[src/rtl/jclm_pkg.sv]
// ---------------------------------------------------------------------------
// jclm_pkg: joint command limit monitor definitions
// Field widths, fault and register codes, reset values and per-joint maxima.
// ---------------------------------------------------------------------------
package jclm_pkg;

  // arm size and field widths
  localparam int NUM_JOINTS = 7;
  localparam int JOINT_W    = 3;
  localparam int TQ_W       = 16;
  localparam int VEL_W      = 16;
  localparam int POS_W      = 17;
  localparam int CFG_W      = 16;
  localparam int CFG_IDX_W  = 2;
  localparam int CODE_W     = 3;

  // two slots per joint address: {slot, joint}
  localparam int MEM_AW    = JOINT_W + 1;
  localparam int MEM_DEPTH = 1 << MEM_AW;

  // fault codes
  localparam logic [CODE_W-1:0] FAULT_NONE   = 3'd0;
  localparam logic [CODE_W-1:0] FAULT_TORQUE = 3'd1;
  localparam logic [CODE_W-1:0] FAULT_STEP   = 3'd2;
  localparam logic [CODE_W-1:0] FAULT_VEL    = 3'd3;
  localparam logic [CODE_W-1:0] FAULT_POS    = 3'd4;

  // item opcodes and bound select
  localparam logic OP_SAMPLE   = 1'b0;
  localparam logic OP_LIMIT    = 1'b1;
  localparam logic BOUND_LOWER = 1'b0;
  localparam logic BOUND_UPPER = 1'b1;

  // configuration register indexes
  localparam logic [CFG_IDX_W-1:0] CFG_IDX_STEP   = 2'd0;
  localparam logic [CFG_IDX_W-1:0] CFG_IDX_MARGIN = 2'd1;

  // register and bound reset values
  localparam logic [CFG_W-1:0] STEP_LIMIT_RST = 16'd100;
  localparam logic [CFG_W-1:0] MARGIN_RST     = 16'd100;
  localparam logic [POS_W-1:0] LOWER_RST      = 17'h10000;
  localparam logic [POS_W-1:0] UPPER_RST      = 17'h0FFFF;

  typedef logic [TQ_W-1:0]  torque_t;
  typedef logic [POS_W-1:0] bound_t;

  // torque maximum per joint, 0.01 Nm
  function automatic logic [TQ_W:0] torque_max(input logic [JOINT_W-1:0] j);
    logic [TQ_W:0] m;
    if (j < 3'd4) begin
      m = 17'd8700;
    end else begin
      m = 17'd1200;
    end
    return m;
  endfunction

  // velocity maximum per joint, 0.001 rad/s
  function automatic logic [VEL_W:0] velocity_max(input logic [JOINT_W-1:0] j);
    logic [VEL_W:0] m;
    unique case (j)
      3'd0, 3'd1, 3'd2, 3'd3: m = 17'd2620;
      3'd5:                   m = 17'd4180;
      default:                m = 17'd5260;
    endcase
    return m;
  endfunction

endpackage

[src/rtl/joint_command_limit_monitor_top.sv]
// ---------------------------------------------------------------------------
// joint_command_limit_monitor_top: per-tick safety check of joint commands
// Checks torque range, torque step, velocity and position limits of each
// joint sample and reports the first fault of every control tick.
// ---------------------------------------------------------------------------
//
//  channel | direction | handshake         | beat contents
//  --------+-----------+-------------------+----------------------------------
//  in_     | input     | in_valid/in_stall | op, joint, seed, torque, velocity,
//          |           |                   | position, bound_sel, limit_value
//  out_    | output    | out_valid/out_stall | fault_code, fault_joint
//  cfg_    | input     | cfg_valid/cfg_ready | cfg_index, cfg_data
//
//  One beat per cycle while in_stall is low. A beat is read from the torque
//  and bound memories in the cycle it is taken, then checked and written back
//  from the check stage, and the tick result is then held in the output register.
//  Reset clears all control state; bounds read as full range until written.
//  in_stall rises only while a tick-ending beat waits in the check stage
//  behind an untaken result; cfg_ready is always high.
// ---------------------------------------------------------------------------
module joint_command_limit_monitor_top (
  input  logic                                 clk,
  input  logic                                 rst_n,
  // sample / limit-write channel
  input  logic                                 in_valid,
  output logic                                 in_stall,
  input  logic                                 in_op,
  input  logic [jclm_pkg::JOINT_W-1:0]         in_joint,
  input  logic                                 in_seed,
  input  logic signed [jclm_pkg::TQ_W-1:0]     in_torque,
  input  logic signed [jclm_pkg::VEL_W-1:0]    in_velocity,
  input  logic signed [jclm_pkg::POS_W-1:0]    in_position,
  input  logic                                 in_bound_sel,
  input  logic signed [jclm_pkg::POS_W-1:0]    in_limit_value,
  // result channel
  output logic                                 out_valid,
  input  logic                                 out_stall,
  output logic [jclm_pkg::CODE_W-1:0]          out_fault_code,
  output logic [jclm_pkg::JOINT_W-1:0]         out_fault_joint,
  // configuration write channel
  input  logic                                 cfg_valid,
  output logic                                 cfg_ready,
  input  logic [jclm_pkg::CFG_IDX_W-1:0]       cfg_index,
  input  logic [jclm_pkg::CFG_W-1:0]           cfg_data
);

  localparam int NJ = jclm_pkg::NUM_JOINTS;

  // configuration registers
  logic [jclm_pkg::CFG_W-1:0] step_limit_r;
  logic [jclm_pkg::CFG_W-1:0] margin_r;

  // memories
  jclm_pkg::torque_t tq_mem [jclm_pkg::MEM_DEPTH];
  jclm_pkg::bound_t  bnd_mem [jclm_pkg::MEM_DEPTH];
  jclm_pkg::torque_t tq_q0_r, tq_q1_r;
  jclm_pkg::bound_t  bnd_lo_q_r, bnd_hi_q_r;

  // write ports
  logic                            tq_we;
  logic [jclm_pkg::MEM_AW-1:0]     tq_waddr;
  logic                            bnd_we;
  logic [jclm_pkg::MEM_AW-1:0]     bnd_waddr;

  // forwarding of the write that shared the read edge
  logic                            tq_fwd_vld_r;
  logic [jclm_pkg::MEM_AW-1:0]     tq_fwd_addr_r;
  jclm_pkg::torque_t               tq_fwd_data_r;
  logic                            bnd_fwd_vld_r;
  logic [jclm_pkg::MEM_AW-1:0]     bnd_fwd_addr_r;
  jclm_pkg::bound_t                bnd_fwd_data_r;

  // per-joint torque slot bookkeeping and latch bits
  logic [NJ-1:0] wsel_r, wsel_nxt;     // slot holding latest torque
  logic [NJ-1:0] cmt_r, cmt_nxt;       // previous equals latest slot
  logic [NJ-1:0] zero_r, zero_nxt;     // previous still at reset value
  logic [NJ-1:0] trip_r, trip_nxt;
  logic [jclm_pkg::MEM_DEPTH-1:0] bnd_vld_r, bnd_vld_nxt;

  // tick state
  logic [jclm_pkg::CODE_W-1:0]  tick_code_r, tick_code_nxt;
  logic [jclm_pkg::JOINT_W-1:0] tick_joint_r, tick_joint_nxt;
  logic                         tick_seed_r, tick_seed_nxt;

  // check stage
  logic                              s1_valid_r, s1_valid_nxt;
  logic                              s1_op_r;
  logic [jclm_pkg::JOINT_W-1:0]      s1_joint_r;
  logic                              s1_seed_r;
  logic signed [jclm_pkg::TQ_W-1:0]  s1_torque_r;
  logic signed [jclm_pkg::VEL_W-1:0] s1_vel_r;
  logic signed [jclm_pkg::POS_W-1:0] s1_pos_r;
  logic                              s1_sel_r;
  logic signed [jclm_pkg::POS_W-1:0] s1_limit_r;

  // output register
  logic                          out_valid_r, out_valid_nxt;
  logic [jclm_pkg::CODE_W-1:0]   out_code_r, out_code_nxt;
  logic [jclm_pkg::JOINT_W-1:0]  out_joint_r, out_joint_nxt;

  logic in_acc, s1_fire, s1_hold, s1_jok, s1_sample, s1_ends;
  logic seed_eff, commit, pos_out, pos_reached;
  logic prev_slot, wr_slot;
  jclm_pkg::torque_t tq_rd0, tq_rd1, prev_tq;
  jclm_pkg::bound_t  lo_bnd, hi_bnd;
  logic [jclm_pkg::TQ_W:0]   abs_tq, abs_step;
  logic [jclm_pkg::VEL_W:0]  abs_vel;
  logic signed [jclm_pkg::TQ_W:0]  step_diff;
  logic signed [jclm_pkg::POS_W:0] lo_lim, hi_lim, pos_x;
  logic [jclm_pkg::CODE_W-1:0] code_c, code_new;
  logic [jclm_pkg::MEM_AW-1:0] lo_addr, hi_addr;

  // handshakes
  assign cfg_ready = 1'b1;
  assign s1_ends   = s1_valid_r && s1_sample &&
                     (s1_joint_r == jclm_pkg::JOINT_W'(NJ - 1));
  assign s1_hold   = s1_ends && out_valid_r && out_stall;
  assign s1_fire   = s1_valid_r && !s1_hold;
  assign in_stall  = s1_hold;
  assign in_acc    = in_valid && !in_stall;

  assign out_valid       = out_valid_r;
  assign out_fault_code  = out_code_r;
  assign out_fault_joint = out_joint_r;

  // configuration writes
  always_ff @(posedge clk) begin
    if (!rst_n) begin
      step_limit_r <= jclm_pkg::STEP_LIMIT_RST;
      margin_r     <= jclm_pkg::MARGIN_RST;
    end else if (cfg_valid && cfg_ready) begin
      if (cfg_index == jclm_pkg::CFG_IDX_STEP) begin
        step_limit_r <= cfg_data;
      end else if (cfg_index == jclm_pkg::CFG_IDX_MARGIN) begin
        margin_r <= cfg_data;
      end
    end
  end

  // memories: read both slots on accept, write back from the check stage
  always_ff @(posedge clk) begin
    if (tq_we) begin
      tq_mem[tq_waddr] <= s1_torque_r;
    end
    if (bnd_we) begin
      bnd_mem[bnd_waddr] <= s1_limit_r;
    end
    if (in_acc) begin
      tq_q0_r    <= tq_mem[{1'b0, in_joint}];
      tq_q1_r    <= tq_mem[{1'b1, in_joint}];
      bnd_lo_q_r <= bnd_mem[{jclm_pkg::BOUND_LOWER, in_joint}];
      bnd_hi_q_r <= bnd_mem[{jclm_pkg::BOUND_UPPER, in_joint}];
    end
  end

  // forwarding registers, captured with the read
  always_ff @(posedge clk) begin
    if (!rst_n) begin
      tq_fwd_vld_r  <= 1'b0;
      bnd_fwd_vld_r <= 1'b0;
    end else if (in_acc) begin
      tq_fwd_vld_r  <= tq_we;
      bnd_fwd_vld_r <= bnd_we;
    end
  end

  always_ff @(posedge clk) begin
    if (in_acc) begin
      tq_fwd_addr_r  <= tq_waddr;
      tq_fwd_data_r  <= s1_torque_r;
      bnd_fwd_addr_r <= bnd_waddr;
      bnd_fwd_data_r <= s1_limit_r;
    end
  end

  // check stage payload
  always_ff @(posedge clk) begin
    if (in_acc) begin
      s1_op_r     <= in_op;
      s1_joint_r  <= in_joint;
      s1_seed_r   <= in_seed;
      s1_torque_r <= in_torque;
      s1_vel_r    <= in_velocity;
      s1_pos_r    <= in_position;
      s1_sel_r    <= in_bound_sel;
      s1_limit_r  <= in_limit_value;
    end
  end

  // read data with forwarding
  always_comb begin
    lo_addr = {jclm_pkg::BOUND_LOWER, s1_joint_r};
    hi_addr = {jclm_pkg::BOUND_UPPER, s1_joint_r};

    tq_rd0 = (tq_fwd_vld_r && tq_fwd_addr_r == {1'b0, s1_joint_r}) ?
             tq_fwd_data_r : tq_q0_r;
    tq_rd1 = (tq_fwd_vld_r && tq_fwd_addr_r == {1'b1, s1_joint_r}) ?
             tq_fwd_data_r : tq_q1_r;

    if (bnd_fwd_vld_r && bnd_fwd_addr_r == lo_addr) begin
      lo_bnd = bnd_fwd_data_r;
    end else if (bnd_vld_r[lo_addr]) begin
      lo_bnd = bnd_lo_q_r;
    end else begin
      lo_bnd = jclm_pkg::LOWER_RST;
    end

    if (bnd_fwd_vld_r && bnd_fwd_addr_r == hi_addr) begin
      hi_bnd = bnd_fwd_data_r;
    end else if (bnd_vld_r[hi_addr]) begin
      hi_bnd = bnd_hi_q_r;
    end else begin
      hi_bnd = jclm_pkg::UPPER_RST;
    end
  end

  // joint checks
  always_comb begin
    s1_jok    = (s1_joint_r < jclm_pkg::JOINT_W'(NJ));
    s1_sample = (s1_op_r == jclm_pkg::OP_SAMPLE) && s1_jok;
    seed_eff  = tick_seed_r || s1_seed_r;

    prev_slot = cmt_r[s1_joint_r] ? wsel_r[s1_joint_r] : !wsel_r[s1_joint_r];
    if (zero_r[s1_joint_r]) begin
      prev_tq = '0;
    end else begin
      prev_tq = prev_slot ? tq_rd1 : tq_rd0;
    end

    abs_tq    = s1_torque_r[jclm_pkg::TQ_W-1] ?
                (17'd0 - {s1_torque_r[jclm_pkg::TQ_W-1], s1_torque_r}) :
                {1'b0, s1_torque_r};
    step_diff = $signed({s1_torque_r[jclm_pkg::TQ_W-1], s1_torque_r}) -
                $signed({prev_tq[jclm_pkg::TQ_W-1], prev_tq});
    abs_step  = step_diff[jclm_pkg::TQ_W] ? (17'd0 - step_diff) : step_diff;
    abs_vel   = s1_vel_r[jclm_pkg::VEL_W-1] ?
                (17'd0 - {s1_vel_r[jclm_pkg::VEL_W-1], s1_vel_r}) :
                {1'b0, s1_vel_r};

    // limits pulled in by the margin
    lo_lim  = $signed({lo_bnd[jclm_pkg::POS_W-1], lo_bnd}) +
              $signed({2'b00, margin_r});
    hi_lim  = $signed({hi_bnd[jclm_pkg::POS_W-1], hi_bnd}) -
              $signed({2'b00, margin_r});
    pos_x   = {s1_pos_r[jclm_pkg::POS_W-1], s1_pos_r};
    pos_out = (pos_x < lo_lim) || (pos_x > hi_lim);

    pos_reached = 1'b0;
    priority if (abs_tq > jclm_pkg::torque_max(s1_joint_r)) begin
      code_c = jclm_pkg::FAULT_TORQUE;
    end else if (!seed_eff && abs_step > {1'b0, step_limit_r}) begin
      code_c = jclm_pkg::FAULT_STEP;
    end else if (abs_vel > jclm_pkg::velocity_max(s1_joint_r)) begin
      code_c = jclm_pkg::FAULT_VEL;
    end else begin
      pos_reached = 1'b1;
      code_c = (pos_out && !trip_r[s1_joint_r]) ? jclm_pkg::FAULT_POS :
               jclm_pkg::FAULT_NONE;
    end

    code_new = (tick_code_r != jclm_pkg::FAULT_NONE) ? tick_code_r : code_c;
    commit   = seed_eff || (code_new < jclm_pkg::FAULT_VEL);
    wr_slot  = cmt_r[s1_joint_r] ? !wsel_r[s1_joint_r] : wsel_r[s1_joint_r];
  end

  // state updates of the check stage
  always_comb begin
    wsel_nxt       = wsel_r;
    cmt_nxt        = cmt_r;
    zero_nxt       = zero_r;
    trip_nxt       = trip_r;
    bnd_vld_nxt    = bnd_vld_r;
    tick_code_nxt  = tick_code_r;
    tick_joint_nxt = tick_joint_r;
    tick_seed_nxt  = tick_seed_r;
    out_code_nxt   = out_code_r;
    out_joint_nxt  = out_joint_r;
    tq_we          = 1'b0;
    tq_waddr       = {wr_slot, s1_joint_r};
    bnd_we         = 1'b0;
    bnd_waddr      = {s1_sel_r, s1_joint_r};

    // output register drains on a taken beat
    out_valid_nxt = out_stall ? out_valid_r : 1'b0;

    if (s1_fire && s1_jok && s1_op_r == jclm_pkg::OP_LIMIT) begin
      bnd_we                 = 1'b1;
      bnd_vld_nxt[bnd_waddr] = 1'b1;
    end

    if (s1_fire && s1_sample) begin
      // latest torque goes to the slot not holding the previous one
      tq_we                  = 1'b1;
      wsel_nxt[s1_joint_r]   = wr_slot;
      cmt_nxt[s1_joint_r]    = 1'b0;

      if (tick_code_r == jclm_pkg::FAULT_NONE && pos_reached) begin
        trip_nxt[s1_joint_r] = pos_out;
      end

      if (s1_ends) begin
        if (commit) begin
          cmt_nxt  = '1;
          zero_nxt = '0;
        end
        out_valid_nxt  = 1'b1;
        out_code_nxt   = code_new;
        out_joint_nxt  = (code_new != jclm_pkg::FAULT_NONE) ?
                         ((tick_code_r != jclm_pkg::FAULT_NONE) ?
                          tick_joint_r : s1_joint_r) : '0;
        tick_code_nxt  = jclm_pkg::FAULT_NONE;
        tick_joint_nxt = '0;
        tick_seed_nxt  = 1'b0;
      end else begin
        tick_seed_nxt = seed_eff;
        if (tick_code_r == jclm_pkg::FAULT_NONE &&
            code_c != jclm_pkg::FAULT_NONE) begin
          tick_code_nxt  = code_c;
          tick_joint_nxt = s1_joint_r;
        end
      end
    end

    // check stage occupancy
    if (in_acc) begin
      s1_valid_nxt = 1'b1;
    end else if (s1_fire) begin
      s1_valid_nxt = 1'b0;
    end else begin
      s1_valid_nxt = s1_valid_r;
    end
  end

  // control registers
  always_ff @(posedge clk) begin
    if (!rst_n) begin
      s1_valid_r   <= 1'b0;
      wsel_r       <= '0;
      cmt_r        <= '0;
      zero_r       <= '1;
      trip_r       <= '0;
      bnd_vld_r    <= '0;
      tick_code_r  <= jclm_pkg::FAULT_NONE;
      tick_joint_r <= '0;
      tick_seed_r  <= 1'b0;
      out_valid_r  <= 1'b0;
    end else begin
      s1_valid_r   <= s1_valid_nxt;
      wsel_r       <= wsel_nxt;
      cmt_r        <= cmt_nxt;
      zero_r       <= zero_nxt;
      trip_r       <= trip_nxt;
      bnd_vld_r    <= bnd_vld_nxt;
      tick_code_r  <= tick_code_nxt;
      tick_joint_r <= tick_joint_nxt;
      tick_seed_r  <= tick_seed_nxt;
      out_valid_r  <= out_valid_nxt;
    end
  end

  // result payload
  always_ff @(posedge clk) begin
    out_code_r  <= out_code_nxt;
    out_joint_r <= out_joint_nxt;
  end

endmodule
[config.mk]
export PLATFORM = sky130hd
export DESIGN_NAME = joint_command_limit_monitor_top
export DESIGN_NICKNAME = d
export VERILOG_FILES = /design/src/rtl/jclm_pkg.sv /design/src/rtl/joint_command_limit_monitor_top.sv
export SDC_FILE = /design/constraint.sdc
export NUM_CORES = 1
export LEC_CHECK = 0
export ABC_AREA = 1
export BUFFER_PORTS_ARGS = -buffer_cell sky130_fd_sc_hd__buf_2
export CORE_MARGIN = 2
export CORE_UTILIZATION = 51
export CTS_CLUSTER_DIAMETER = 80
export CTS_CLUSTER_SIZE = 28
export DETAILED_ROUTE_END_ITERATION = 6
export PLACE_DENSITY = 0.71
export SKIP_LAST_GASP = 1
export SYNTH_ARGS = -nofsm -noshare
export SYNTH_HDL_FRONTEND = slang
export SYNTH_SLANG_ARGS = --single-unit
[constraint.sdc]
create_clock -name clk -period 12.4 [get_ports clk]
set_clock_uncertainty 0.1 [all_clocks]
set_input_delay 0.62 -clock clk [delete_from_list [all_inputs] [get_ports clk]]
set_output_delay 0.62 -clock clk [all_outputs]
set_load 0.005 [all_outputs]
==> metrics, run 1 <==
status=completed; Worst VDD drop=approximately 0.1 mV; final std cells w/o fill=~4.3k; Gates resized, CTS repair=0; setup ws final=4.39 ns; worst hold margin=around 0.065 ns; Slew HR=17.0%; Iter 0 DRT Violations=2379; number of cell rows=96; EDFF count, synth=710; post-synthesis cell type count=54; DP Cell Count=4251; die height=267 um; hold buffers post-CTS=0; final slew viol count=0; number of synthesized register bits=~790; Port Buffers=102; combinational group share of total power=between 10% and 20%; period utilisation layout=between 60 and 70%; total global routing overflow=0; leakage power=14.3 nW; pwr/cell area=between 100 and 150 nW/um2; max-cap violation count=0; most frequent CP cell=nand2_1; remaining antenna violation count=0; YS warnings=0; vias in the first global route=22.0k; Post-Syn Area=between 30000 and 40000 um2; antenna cells=0; Sw Ratio=about a quarter; unrepaired setup endpoints after global routing=false; footprint of the multi-input gates=11200 um2; share of power burned in the clock network=just over 30%; TritonCTS clock tree=built; grt peak-use layer=met2; Avg WL per Cell=19.4 um; R2R depth=41; Tightest Pin Transition=between 1 and 1.5 ns; sw power=1.28 mW; Area growth syn-to-layout=9.03%; sequential fraction of the synthesis area=65.0%; WS Path Type=reg2reg; CP required=12.81 ns; Storage cell area=22900 um2; most common cell after layout, fill and taps aside=edfxtp_1; CP max stage cell=nand3_1; Final HPWL DP=about 52000 um; worst min-delay path class=in2reg; pre-CTS setup slack=4.57 ns; initial antenna violation count=1; vias per cell=5.53; Critical Path End Type=flop; most frequent cells in the layout=edfxtp_1 (710), nor2_1 (666), o21ai_0 (333); htree depth=2; final wirelength=83700 um; final count of hold timing violations=0; Post-synth top flop=edfxtp_1; CP arrival=8.42 ns; later-pin clock latency in the skew report=between 0.6 and 0.7 ns; final setup fails=0; CP peak stage delay=1.00 ns; global-route wire length before repair=~130000 um; Ports=104; Post-DP Area=around 37000 um2; Final GP Congestion=0.913; clock root cell=clkbuf_16; die extent in x=267 um; DR vias=23.9k; Synth Instances=3242; Int Pwr=around 3.8 mW; CTS clk-pin slew, worst paths=0.11 ns; deepest clock path buffer count=3; Synth Area per Inst=10.9 um2; crit path time final=8.01 ns; pin count of the biggest net entering global routing=167; Util after Layout=a little under three fifths; area of the core=68600 um2; share of cells above drive strength 1=8.88%; clock tree sinks=between 700 and 800; fin nets=between 3k and 4k; CTS buffer count=40; setup TNS=0 ns; Async SR Flop Fraction=0%; Setup crit start kind=flop; Fillers=5678; total track usage=23.4%; grt met1 use=between 30% and 40%; hold-critical path depth=1; register share of total power=59.4%; Crit Path Max Fanout=18; setup bufs post-CTS=0; initial core utilization=51.5%; fmax=roughly 120 MHz; Global Route met3 Usage=3.41%; met2 usage=36.8%; cell area after layout=between 30000 and 40000 um2; Tot Pwr=5.07 mW; DRC=0; DIE AREA=71300 um2; DRT Pass-1 Iters=5
power by group through the flow:
stage / sequential (mW) / clock [mW] / combinational, mW
floorplan: 3.07 / 0 / 0.357
global placement: 3.07 / 0 / 0.500
detailed placement: 3.08 / 0 / 0.507
CTS: 3.01 / 1.58 / 0.510
global route: 3.02 / 1.66 / 0.583
finish: 3.02 / 1.55 / 0.511
cell type report:
class	instances	share of cell area, %
clock buffers	50	2.78
clock inverters	18	0.647
inverters	229	2.27
multi-input cells	2146	29.2
flip-flops and latches	791	59.6
well taps	931	3.03
repair buffers	154	2.44
worst max-delay path: cells and delay by family, from the launching register on:
kind | cells | cell delay (ns)
adders and majority gates | 3 | 0.85
AOI/OAI and AO/OA | 4 | 0.68
buffers and inverters | 4 | 0.34
xor gates and xnor gates | 2 | 0.37
DFF | 1 | 0.93
and+or+nand+nor | 28 | 4.63
cell usage after synthesis, types with 7 or more instances:
master	n	area share (%)
dfxtp_1	81	4.6
inv_2	11	0.12
edfxtp_1	710	60
xor2_1	52	1.3
a31oi_1	76	1.3
o211ai_1	7	0.15
nor2_1	681	7.2
buf_1	9	0.096
nand2_1	313	3.3
nor3_1	20	0.28
clkbuf_1	122	1.3
nand3_1	90	1.3
ha_1	116	4.1
nand2_2	34	0.60
a21oi_1	141	2.0
inv_1	214	2.3
o21ai_0	333	4.7
xnor2_1	16	0.40
a22oi_1	12	0.26
nand3b_1	13	0.28
nand4_1	34	0.60
buf_2	8	0.11
mux2i_1	15	0.43
o22ai_1	67	1.2
logic make-up (layout without fill, tap and decap cells):
logic type	Yosys count	in the layout	share of synthesized area, %
and+or+nand+nor	1215	1215	14.4
buffers and inverters	370	451	3.99
xor gates and xnor gates	68	68	1.69
adders and majority gates	119	119	4.28
DFF	791	791	65.0
other	2	67	0.0213
AOI/OAI and AO/OA	662	662	10.2
muxes	15	15	0.425
flip-flops by register name, indices dropped and copies added (netlist names), 16 cells and up:
register	cells
bnd_lo_q_r	17
s1_pos_r	17
s1_vel_r	16
bnd_fwd_data_r	17
tq_mem	256
bnd_vld_r	16
tq_q0_r	16
tq_q1_r	16
bnd_hi_q_r	17
s1_limit_r	17
s1_torque_r	16
margin_r	16
bnd_mem	272
tq_fwd_data_r	16
step_limit_r	16
layer usage:
layer,routed length (um),share of wire [%]
met1,37300,45
met2,38100,45
met3,6710,8.0
met4,1650,2.0
met5,17,0.020
final timing paths:
path | start | endpoint | slack (ns)
max | s1_joint_r[2]$_DFFE_PP_ | trip_r[2]$_SDFFE_PN0P_ | 4.39
min | in_position[2] | s1_pos_r[2]$_DFFE_PP_ | 0.07
max reg2reg | s1_joint_r[2]$_DFFE_PP_ | trip_r[2]$_SDFFE_PN0P_ | 4.39
min reg2reg | bnd_vld_r[7]$_SDFFE_PN0P_ | bnd_vld_r[7]$_SDFFE_PN0P_ | 0.34
(Power assumes the default switching activity.)
==> inputs of run 2 (changes only) <==
PLACE_DENSITY = 0.74   (was 0.71)
clock period = 6.8 ns   (was 12.4 ns; I/O delays follow)
==> metrics, run 2 (synthesized netlist as in run 1, its figures left out) <==
Critical Path End Type=flop; DRT Pass-1 Iters=7 (+2); clock root cell=clkbuf_16; Worst VDD drop=0.247 mV (+140%); final wirelength=87200 um (+4.2%); CP peak stage delay=0.49 ns (-0.51 ns); max-cap violation count=0 (unchanged); most common cell after layout, fill and taps aside=edfxtp_1; area of the core=68600 um2 (unchanged); period utilisation layout=92.3% (+28 points); total track usage=24.3% (+0.85 points); fmax=159 MHz (+28%); die height=267 um (unchanged); worst r2r src=s1_joint_r[0]$_DFFE_PP_; DR vias=24.8k (+3.7%); CP required=7.19 ns (-5.62 ns); Iter 0 DRT Violations=2963 (+25%); combinational group share of total power=10.8% (+0.7 points); initial antenna violation count=0 (-1); setup ws final=0.525 ns (-3.86 ns); pwr/cell area=233 nW/um2 (+77%); DIE AREA=71300 um2 (unchanged); Slew HR=14.6% (-2.4 points); leakage power=14.8 nW (+3.2%); later-pin clock latency in the skew report=0.61 ns (-0.02 ns); grt peak-use layer=met2; crit path time final=6.27 ns (-1.74 ns); CTS buffer count=39 (-2.5%); worst min-delay path class=in2reg; remaining antenna violation count=0 (unchanged); vias per cell=5.60 (+1.1%); number of cell rows=96 (unchanged); Sw Ratio=25.1% (about the same); reg2reg setup slack=0.53 ns (-3.86 ns); deepest clock path buffer count=3 (unchanged); WS Path Type=reg2reg; final slew viol count=0 (unchanged); global-route wire length before repair=133000 um (+4.4%); clock tree sinks=791 (unchanged); Critical R2R Capture=cmt_r[2]$_SDFFE_PN0P_; fin nets=3692 (+3.2%); final count of hold timing violations=0 (unchanged); DRC=0 (unchanged); Int Pwr=6.90 mW (+82%); vias in the first global route=23.2k (+5.5%); htree depth=2 (unchanged); Reg with most FFs=bnd_mem; status=completed; TritonCTS clock tree=built; max reg flops=272 (unchanged); Global Route met3 Usage=3.71% (+0.30 points); R2R depth=41 (unchanged); Crit Path Max Fanout=7 (-11); biggest regs=bnd_mem (272), tq_mem (256); total global routing overflow=0 (unchanged); Area growth syn-to-layout=12.0%; Final HPWL DP=54300 um (+4.4%); Port Buffers=102 (unchanged); Tot Pwr=9.21 mW (+82%); Final GP Congestion=0.959 (+5.1%); sw power=2.32 mW (+81%); pre-CTS setup slack=0.153 ns (-4.41 ns); crit path to=cmt_r[2]$_SDFFE_PN0P_; CTS clk-pin slew, worst paths=0.10 ns (about the same); CP arrival=6.67 ns (-1.75 ns); share of cells above drive strength 1=9.58% (+0.70 points); CP max stage cell=edfxtp_1; CP startpoint=s1_joint_r[0]$_DFFE_PP_; share of power burned in the clock network=29.3% (-1.2 points); Avg WL per Cell=19.7 um (+1.6%); register share of total power=59.9% (+0.5 points); grt met1 use=35.4% (+0.88 points); pin count of the biggest net entering global routing=167 (unchanged); Ports=104 (unchanged); Tightest Pin Transition=1.27 ns (+0.0312 ns); Setup crit start kind=flop; met2 usage=38.4% (+1.6 points); most frequent CP cell=nand2_1; final setup fails=0 (unchanged); initial core utilization=51.5% (unchanged); die extent in x=267 um (unchanged); most frequent cells in the layout=edfxtp_1 (710), nor2_1 (664), o21ai_0 (327)
## run 2: cell types whose count changed in the layout (fill, tap and decap cells not counted), moves of 3 or more
cell / before / now
dlygate4sd3_1: 0 / 88
o21ai_1: 2 / 7
buf_4: 51 / 80
inv_1: 212 / 209
o21ai_0: 333 / 327
clkinv_8: 6 / 2
## run 2: worst min path at each step
| stage | startpoint | end | depth (start not counted) |
|---|---|---|---|
| floorplan | bnd_vld_r[15]$_SDFFE_PN0P_ | bnd_vld_r[15]$_SDFFE_PN0P_ | 2 |
| global placement | bnd_vld_r[7]$_SDFFE_PN0P_ | bnd_vld_r[7]$_SDFFE_PN0P_ | 2 |
| detailed placement | bnd_vld_r[7]$_SDFFE_PN0P_ | bnd_vld_r[7]$_SDFFE_PN0P_ | 2 |
| CTS | cfg_index[1] | step_limit_r[5]$_SDFFE_PN1P_ | 4 |
| global route | cfg_index[1] | step_limit_r[5]$_SDFFE_PN1P_ | 4 |
| finish | cfg_index[1] | step_limit_r[2]$_SDFFE_PN1P_ | 3 |
## run 2: routing by layer
metal	up-vias	share of wire, %	wire length (um)
met5	-	0	0
met4	0	1.9	1660
met3	94	9.4	8200
met2	1090	46	39800
met1	11884	43	37500
li1	11721	-	-
## run 2: what timing repair did
item,in CTS,in global routing
setup buffers,0,13
setup endpoints to repair,0,27
resized for setup,0,24
endpoints found under the hold margin,97,0
hold buffers,88,0
## run 2: cell type report
class / instances / area [um2]
clock buffers: 46 / 1000
fillers: 5507 / 29100
inverters: 229 / 876
well taps: 931 / 1160
repair buffers: 271 / 2040
clock inverters: 14 / 203
diodes: 1 / 2.50
multi-input cells: 2146 / 11300
flip-flops and latches: 791 / 22900
## run 2: stage by stage
step,hold slack [ns],instance area [um2],TNS [ns],std cells,util (%)
global placement,0.318,37300,0,4267,54.3
detailed placement,0.321,37300,0,4267,54.3
CTS,0.0294,39400,0,4415,57.4
global route,0.0818,39500,-0.266,4428,57.6
floorplan,0.307,35500,0,3307,-
finish,0.0529,39500,0,4429,57.6
## run 2: power by group through the flow
stage	clock network [mW]	registers, mW	logic [mW]
after floorplan	0	5.59	0.651
after global placement	0	5.62	0.907
after detailed placement	0	5.62	0.926
after CTS	2.74	5.51	0.969
after global routing	2.88	5.53	1.12
final	2.70	5.52	0.994
## run 2: worst max-delay path, delay by kind of cell (launching register included)
kind                       cells  cell delay, ns
and+or+nand+nor               20            2.08
adders and majority gates      3            0.91
xor gates and xnor gates       1            0.15
DFF                            1            0.49
AOI/OAI and AO/OA             11            1.79
buffers and inverters          6            0.62
